### src/rtl/svt_pkg.sv
// ----------------------------------------------------------------------------
// svt_pkg
// shared types and codes for the sorted value table
// ----------------------------------------------------------------------------
package svt_pkg;

	localparam int VALUE_W  = 32;
	localparam int OPCODE_W = 2;
	localparam int STATUS_W = 3;
	localparam int POS_W    = 4;
	localparam int COUNT_W  = 5;
	localparam int IN_TDATA_W  = 40;
	localparam int OUT_TDATA_W = 48;

	typedef enum logic [OPCODE_W-1:0] {
		OP_INSERT = 2'd0,
		OP_REMOVE = 2'd1,
		OP_LIST   = 2'd2,
		OP_NONE   = 2'd3
	} opcode_t;

	typedef enum logic [STATUS_W-1:0] {
		ST_INSERTED  = 3'd0,
		ST_REMOVED   = 3'd1,
		ST_NOT_FOUND = 3'd2,
		ST_FULL      = 3'd3,
		ST_LISTED    = 3'd4,
		ST_EMPTY     = 3'd5
	} status_t;

	typedef enum logic [1:0] {
		CELL_HOLD,
		CELL_INSERT,
		CELL_REMOVE,
		CELL_ROTATE
	} cell_op_t;

	typedef struct packed {
		cell_op_t                   op;
		logic signed [VALUE_W-1:0]  value;
	} cell_cmd_t;

	typedef enum logic {
		S_IDLE,
		S_LIST
	} state_t;

endpackage

### src/rtl/svt_cell.sv
// ----------------------------------------------------------------------------
// svt_cell
// one slot of the sorted chain: compares against the broadcast value and
// takes its own, a neighbor's, the head's or the new value
// ----------------------------------------------------------------------------
module svt_cell
	import svt_pkg::*;
(
	input  logic                       clk,
	input  cell_cmd_t                  cmd,
	input  logic                       occupied,
	input  logic                       is_tail,
	input  logic                       prev_ge,
	input  logic signed [VALUE_W-1:0]  left_val,
	input  logic signed [VALUE_W-1:0]  right_val,
	input  logic signed [VALUE_W-1:0]  head_val,
	output logic signed [VALUE_W-1:0]  val,
	output logic                       lt,
	output logic                       ge,
	output logic                       eq
);

	logic signed [VALUE_W-1:0] val_q;
	logic signed [VALUE_W-1:0] val_next;

	assign val = val_q;
	assign lt  = occupied && (val_q < cmd.value);
	assign ge  = occupied && !lt;
	assign eq  = occupied && (val_q == cmd.value);

	always_comb begin
		val_next = val_q;
		case (cmd.op)
			CELL_INSERT: begin
				// cells past the insert point move right by one
				if (prev_ge) begin
					val_next = left_val;
				end else if (!lt) begin
					val_next = cmd.value;
				end
			end
			CELL_REMOVE: begin
				if (ge) begin
					val_next = right_val;
				end
			end
			CELL_ROTATE: begin
				// occupied part of the chain turns left, head wraps to the tail
				val_next = is_tail ? head_val : right_val;
			end
			default: begin
				val_next = val_q;
			end
		endcase
	end

	always_ff @(posedge clk) begin
		val_q <= val_next;
	end

endmodule

### src/rtl/svt_pos_enc.sv
// ----------------------------------------------------------------------------
// svt_pos_enc
// turns the thermometer of cells below the value into its sorted index
// ----------------------------------------------------------------------------
module svt_pos_enc #(
	parameter int N     = 16,
	parameter int IDX_W = 4
) (
	input  logic [N-1:0]     lt_vec,
	output logic [IDX_W-1:0] pos
);

	logic [N-1:0] edge_hot;

	always_comb begin
		pos = '0;
		for (int i = 0; i < N; i++) begin
			if (i == 0) begin
				edge_hot[i] = !lt_vec[i];
			end else begin
				edge_hot[i] = lt_vec[i-1] && !lt_vec[i];
			end
			if (edge_hot[i]) begin
				pos = pos | IDX_W'(i);
			end
		end
	end

endmodule

### src/rtl/sorted_value_table_top.sv
// insert and remove: result registered the cycle after it is taken
// list of n entries: one listed item per cycle while the output is free
// one insert or remove per cycle while the output is free; list takes one chain rotation per item
// reset clears the count, the control state and the output valid; cell contents are not reset
// ----------------------------------------------------------------------------
// sorted_value_table_top
// sorted table of signed values held in a chain of shifting cells
// ----------------------------------------------------------------------------
module sorted_value_table_top
	import svt_pkg::*;
#(
	parameter int CAPACITY = 16
) (
	input  logic                   clk,
	input  logic                   arst_n,
	input  logic                   s_tvalid,
	output logic                   s_tready,
	input  logic [IN_TDATA_W-1:0]  s_tdata,   // opcode[1:0], value[33:2], zero pad
	output logic                   m_tvalid,
	input  logic                   m_tready,
	output logic [OUT_TDATA_W-1:0] m_tdata,   // status[2:0], entry_value[34:3],
	                                          // position[38:35], entry_count[43:39], zero pad
	output logic                   m_tlast
);

	localparam int IDX_W = (CAPACITY > 1) ? $clog2(CAPACITY) : 1;
	localparam int CNT_W = $clog2(CAPACITY + 1);

	state_t state_q, state_next;
	logic [CNT_W-1:0] count_q, count_next;
	logic [IDX_W-1:0] k_q, k_next;

	logic              m_tvalid_q;
	status_t           status_q;
	logic signed [VALUE_W-1:0] value_q;
	logic [POS_W-1:0]   pos_q;
	logic [COUNT_W-1:0] cnt_q;
	logic              last_q;

	logic              emit;
	status_t           e_status;
	logic signed [VALUE_W-1:0] e_value;
	logic [IDX_W-1:0]  e_pos;
	logic [CNT_W-1:0]  e_cnt;
	logic              e_last;

	logic [IDX_W+POS_W-1:0]   pos_ext;
	logic [CNT_W+COUNT_W-1:0] cnt_ext;

	opcode_t           in_op;
	logic signed [VALUE_W-1:0] in_value;
	logic              out_free;
	logic              accept;
	logic              full;
	logic              found;
	logic [CNT_W-1:0]  k_plus1;

	cell_cmd_t         cmd;
	logic signed [VALUE_W-1:0] cell_val [CAPACITY];
	logic [CAPACITY-1:0] lt_vec, ge_vec, eq_vec;
	logic [IDX_W-1:0]  hit_pos;

	assign in_op    = opcode_t'(s_tdata[OPCODE_W-1:0]);
	assign in_value = s_tdata[OPCODE_W +: VALUE_W];

	assign out_free = !m_tvalid_q || m_tready;
	assign s_tready = (state_q == S_IDLE) && out_free;
	assign accept   = s_tvalid && s_tready;
	assign full     = (count_q == CNT_W'(CAPACITY));
	assign found    = |eq_vec;
	assign k_plus1  = CNT_W'(k_q) + CNT_W'(1);

	// the cell chain
	for (genvar i = 0; i < CAPACITY; i++) begin : g_cell
		logic signed [VALUE_W-1:0] left_v, right_v;
		logic prev_ge;
		if (i == 0) begin : g_head
			assign left_v  = cmd.value;
			assign prev_ge = 1'b0;
		end else begin : g_mid
			assign left_v  = cell_val[i-1];
			assign prev_ge = ge_vec[i-1];
		end
		if (i == CAPACITY - 1) begin : g_end
			assign right_v = cell_val[i];
		end else begin : g_inner
			assign right_v = cell_val[i+1];
		end

		svt_cell u_cell (
			.clk      (clk),
			.cmd      (cmd),
			.occupied (count_q > CNT_W'(i)),
			.is_tail  (count_q == CNT_W'(i + 1)),
			.prev_ge  (prev_ge),
			.left_val (left_v),
			.right_val(right_v),
			.head_val (cell_val[0]),
			.val      (cell_val[i]),
			.lt       (lt_vec[i]),
			.ge       (ge_vec[i]),
			.eq       (eq_vec[i])
		);
	end

	svt_pos_enc #(
		.N    (CAPACITY),
		.IDX_W(IDX_W)
	) u_pos_enc (
		.lt_vec(lt_vec),
		.pos   (hit_pos)
	);

	always_comb begin
		state_next = state_q;
		count_next = count_q;
		k_next     = k_q;
		cmd.op     = CELL_HOLD;
		cmd.value  = in_value;
		emit       = 1'b0;
		e_status   = ST_INSERTED;
		e_value    = in_value;
		e_pos      = '0;
		e_cnt      = count_q;
		e_last     = 1'b1;
		case (state_q)
			S_IDLE: begin
				if (accept) begin
					case (in_op)
						OP_INSERT: begin
							emit = 1'b1;
							if (full) begin
								e_status = ST_FULL;
							end else begin
								cmd.op     = CELL_INSERT;
								count_next = count_q + CNT_W'(1);
								e_cnt      = count_next;
								e_pos      = hit_pos;
							end
						end
						OP_REMOVE: begin
							emit = 1'b1;
							if (found) begin
								cmd.op     = CELL_REMOVE;
								count_next = count_q - CNT_W'(1);
								e_status   = ST_REMOVED;
								e_cnt      = count_next;
								e_pos      = hit_pos;
							end else begin
								e_status = ST_NOT_FOUND;
							end
						end
						OP_LIST: begin
							if (count_q == '0) begin
								emit     = 1'b1;
								e_status = ST_EMPTY;
								e_value  = '0;
							end else begin
								state_next = S_LIST;
								k_next     = '0;
							end
						end
						default: begin
							emit = 1'b0;
						end
					endcase
				end
			end
			S_LIST: begin
				if (out_free) begin
					emit     = 1'b1;
					cmd.op   = CELL_ROTATE;
					e_status = ST_LISTED;
					e_value  = cell_val[0];
					e_pos    = k_q;
					e_last   = (k_plus1 == count_q);
					k_next   = k_q + IDX_W'(1);
					if (e_last) begin
						state_next = S_IDLE;
					end
				end
			end
			default: begin
				state_next = S_IDLE;
			end
		endcase
	end

	assign pos_ext = {{POS_W{1'b0}}, e_pos};
	assign cnt_ext = {{COUNT_W{1'b0}}, e_cnt};

	always_ff @(posedge clk or negedge arst_n) begin
		if (!arst_n) begin
			state_q    <= S_IDLE;
			count_q    <= '0;
			k_q        <= '0;
			m_tvalid_q <= 1'b0;
		end else begin
			state_q <= state_next;
			count_q <= count_next;
			k_q     <= k_next;
			if (emit) begin
				m_tvalid_q <= 1'b1;
			end else if (m_tready) begin
				m_tvalid_q <= 1'b0;
			end
		end
	end

	// result item payload
	always_ff @(posedge clk) begin
		if (emit) begin
			status_q <= e_status;
			value_q  <= e_value;
			pos_q    <= pos_ext[POS_W-1:0];
			cnt_q    <= cnt_ext[COUNT_W-1:0];
			last_q   <= e_last;
		end
	end

	assign m_tvalid = m_tvalid_q;
	assign m_tlast  = last_q;
	assign m_tdata  = {{(OUT_TDATA_W - STATUS_W - VALUE_W - POS_W - COUNT_W){1'b0}},
		cnt_q, pos_q, value_q, status_q};

`ifndef SYNTH
	a_count_bound: assert property (@(posedge clk) disable iff (!arst_n)
		count_q <= CNT_W'(CAPACITY))
		else $error("stored count above capacity");

	a_no_take_in_list: assert property (@(posedge clk) disable iff (!arst_n)
		state_q == S_LIST |-> !s_tready)
		else $error("input taken during list");

	a_insert_count: assert property (@(posedge clk) disable iff (!arst_n)
		accept && in_op == OP_INSERT && !full |=> count_q == $past(count_q) + CNT_W'(1))
		else $error("insert did not grow the count");

	for (genvar j = 0; j + 1 < CAPACITY; j++) begin : g_chk_order
		a_sorted: assert property (@(posedge clk) disable iff (!arst_n)
			state_q == S_IDLE && count_q > CNT_W'(j + 1) |-> cell_val[j] <= cell_val[j+1])
			else $error("table out of order");
	end
`endif

endmodule
### config.mk
export PLATFORM = sky130hd
export DESIGN_NAME = sorted_value_table_top
export DESIGN_NICKNAME = d
export VERILOG_FILES = /design/src/rtl/svt_pkg.sv /design/src/rtl/svt_cell.sv /design/src/rtl/svt_pos_enc.sv /design/src/rtl/sorted_value_table_top.sv
export SDC_FILE = /design/constraint.sdc
export NUM_CORES = 2
export LEC_CHECK = 0
export BUFFER_PORTS_ARGS = -buffer_cell sky130_fd_sc_hd__buf_4
export CAP_MARGIN = 20
export CORE_AREA = 4 4 267 269
export CTS_BUF_LIST = sky130_fd_sc_hd__clkbuf_8 sky130_fd_sc_hd__clkbuf_16
export CTS_CLUSTER_DIAMETER = 200
export CTS_CLUSTER_SIZE = 16
export DETAILED_ROUTE_END_ITERATION = 6
export DIE_AREA = 0 0 271 273
export PLACE_DENSITY = 0.81
export SLEW_MARGIN = 20
export SYNTH_ARGS = -nofsm -noshare
export SYNTH_HDL_FRONTEND = slang
export SYNTH_SLANG_ARGS = --single-unit
### constraint.sdc
create_clock -name clk -period 7.18 [get_ports clk]
set_input_delay 0 -clock clk [delete_from_list [all_inputs] [get_ports clk]]
set_output_delay 0 -clock clk [all_outputs]
set_load 0.02 [all_outputs]
==> flow_metrics.env <==
export IMPL_wirelength_um=171000
export IMPL_ctsResizeCount=0
export IMPL_synth_warnings=0
export IMPL_synth_top_family_by_area="compound AO/OA/AOI/OAI gates"
export IMPL_design_die_area_sq_um=74000
export IMPL_die_w_um=271
export IMPL_nets=4655
export IMPL_yosysSeqAreaShare=0.396
export IMPL_synth_edff_count=557
export IMPL_grt_first_pass_wirelength_um=246000
export IMPL_worst_slack_ns=1.15
export IMPL_hold_viol_final=0
export IMPL_worst_setup_path_start_kind="input pin"
export IMPL_maxSlewHeadroom=0.132
export IMPL_synth_compound_area_share=0.207
export IMPL_cts_max_level=2
export IMPL_muxShareOfSynthArea=0.103
export IMPL_wl_per_cell_um=34.1
export IMPL_syn_to_final_growth_pct=7.74
export IMPL_p_per_area_nw_per_um2=558
export IMPL_hold_buffers=40
export IMPL_overflow=0
export IMPL_fillers=5304
export IMPL_yosys_area_share_simple=0.103
export IMPL_rows=96
export IMPL_synth_top_area_frac=0.389
export IMPL_cts_buffers_inserted=41
export IMPL_ys_ff_latch=568
export IMPL_peakVddDrop_v=0.000410
export IMPL_grt_max_degree=206
export IMPL_crit_fanout=19
export IMPL_synth_fa_ha_area_frac=0.151
export IMPL_worst_slew_pin_slew_ns=1.30
export IMPL_place_gp_congestion=1.06
export IMPL_drv_slew=0
export IMPL_syn_cell_area_sq_um=43000
export IMPL_cts_buffer_depth=3
export IMPL_finalSetupViolCount=0
export IMPL_final_cells=5032
export IMPL_status="complete, but fails checks"
export IMPL_dp_hpwl_um=114000
export IMPL_cts_sinks=568
export IMPL_ys_async_sr_fraction=0.0194
export IMPL_violations="DRC"
export IMPL_dp_slack_ns=1.56
export IMPL_antenna_left=0
export IMPL_yosysTopAreaCell="edfxtp_1"
export IMPL_p_total_uw=25800
export IMPL_die_h_um=273
export IMPL_max_freq_mhz=166
export IMPL_maxCapViolations=0
export IMPL_grt_pass1_vias=37500
export IMPL_finalClockSkew_ns=0.0396
export IMPL_syn_avg_cell_area_sq_um=10.4
export IMPL_dr_pass1_iters=7
export IMPL_path_clk_slew_ns=0.07
export IMPL_io_buffers=84
export IMPL_grt_setup_unrepaired="false"
export IMPL_core_area_sq_um=68600
export IMPL_routed_via_count=39200
export IMPL_synth_xor_area_frac=0.00204
export IMPL_synthTopCellsByArea="edfxtp_1, ha_1, mux2i_1"
export IMPL_worstPathArrival_ns=6.38
export IMPL_io_pins=95
export IMPL_grtUsageTotal=0.445
export IMPL_drt_iter0_markers=6464
export IMPL_required_ns=7.52
export IMPL_layout_drive_gt1_share=0.0793
export IMPL_vias_per_cell=7.79
export IMPL_timing_setup_tns_ns=0
export IMPL_cts_root_buffer="clkbuf_16"
export IMPL_syn_inst=4121
export IMPL_clkLatencyLatePin_ns=0.63
export IMPL_start_util=0.627
export IMPL_dp_cells=4938
export IMPL_drc=8
export IMPL_cts_tree="done"
export IMPL_finalCritPeriodShare=0.840
export IMPL_p_leak_uw=0.0191
export IMPL_period_needed_ns=6.03
export IMPL_synth_distinct_cells=76
export IMPL_ys_flop_type="edfxtp_1"
export IMPL_min_path_type="input pin to register"
export IMPL_antenna_found_initial=5
export IMPL_postCtsSetupRepairBufs=0
export IMPL_crit_type="input pin to register"
export IMPL_end_kind="register"
logic make-up (layout without fill, tap and decap cells):
logic type	after synthesis	count (layout)
flip-flops	568	568
multiplexers	436	436
buffers and inverters	399	374
XOR/XNOR	10	10
adder cells (fa/ha/maj)	518	518
AND/OR/NAND/NOR	925	925
AO/OA/AOI/OAI	1264	1264
other	1	6
area by class of cell:
class                           instances  area (sq um)  share of cell area
Antenna cell                            2          5.00            0.000108
Tap cell                              931          1160              0.0252
Multi-Input combinational cell       3157         24700               0.534
Timing Repair Buffer                  220          1900              0.0410
Inverter                              105           394             0.00851
Sequential cell                       568         17000               0.367
Clock buffer                           42          1050              0.0227
Clock inverter                          7          43.8            0.000946
Yosys cell counts (8+ instances only):
cell / number
a221o_1: 261
clkbuf_1: 227
a211oi_1: 20
o211ai_1: 18
a31oi_1: 11
buf_1: 10
o21a_1: 16
a221oi_1: 52
mux2_2: 33
edfxtp_1: 557
nand2b_1: 16
a21boi_0: 8
a22oi_1: 133
o21ai_0: 339
o211a_1: 9
buf_6: 13
o31ai_1: 8
a21oi_1: 231
nand2_1: 261
and4_1: 21
nand4_1: 100
nand3_1: 58
a21o_1: 63
ha_1: 518
buf_4: 10
nor3_1: 36
nor2_1: 278
nor2b_1: 20
inv_1: 104
nor4_1: 18
mux2i_1: 403
dfrtp_1: 11
and2_1: 71
buf_2: 34
o221ai_1: 34
sequential cells by signal (all words and copies together) (netlist names):
register / flops
cnt_q: 5
count_q: 5
g_cell.u_cell.val: 512
k_q: 4
m_tlast: 1
m_tvalid: 1
pos_q: 4
state_q: 1
status_q: 3
value_q: 32
final timing paths:
check                                          startpoint                         to  slack, ns  depth (start not counted)
min in group asynchronous                          arst_n                     k_q[0]       0.42                          3
max in group asynchronous                          arst_n                 count_q[2]       6.38                          3
worst max-delay path                          s_tdata[33]   g_cell[4].u_cell.val[18]       1.15                         14
worst min register to register  g_cell[15].u_cell.val[25]  g_cell[14].u_cell.val[25]       0.57                          1
worst max register to register    g_cell[4].u_cell.val[8]   g_cell[5].u_cell.val[18]       1.31                         12
worst min-delay path                           s_tdata[2]    g_cell[0].u_cell.val[0]       0.03                          3
routing by layer:
layer  track usage  routed length (um)  vias up
li1              -                   -    16200
met2         0.655               70500     3619
met3         0.150               26300      984
met4         0.345               17600        4
met5       0.00789                  93        -
met1         0.538               56900    18400
critical path: stages:
cell and delay (ns):
dlygate4sd3_1 0.54, buf_4 0.23, inv_1 0.77, ha_1 0.50, and4_1 0.26, nand4_1 0.23, or4_1 0.30, nor3_1 0.10
nor3_1 0.91, a21oi_1 0.25, nand2_1 0.59, nand2_1 0.80, buf_4 0.51, a221o_1 0.34
layout by cell type (no fill, tap or decap), types with 62 or more instances in the layout:
master    instances
inv_1           109
a221o_1         261
a21o_1           62
mux2i_1         403
buf_4           169
edfxtp_1        557
a21oi_1         227
and2_1           70
o21ai_0         336
nand4_1         100
ha_1            518
nand2_1         260
a22oi_1         133
nor2_1          263
where the power goes:
part / switching [uW] / total (uW) / internal [uW]
clock network: 1260 / 2310 / 1050
registers: 2000 / 8500 / 6510
logic: 9370 / 15000 / 5660
total: 12600 / 25800 / 13200
stage by stage:
step | cell area [sq um] | hold slack (ns) | utilization
2_1_floorplan | 43000 | -0.296 | -
3_3_place_gp | 44700 | -0.157 | 0.651
3_5_place_dp | 44700 | -0.155 | 0.652
4_1_cts | 46200 | 0.0163 | 0.674
5_1_grt | 46300 | 0.0395 | 0.675
6_report | 46300 | 0.0309 | 0.675
Note: power is estimated with default switching activity, not from simulation.
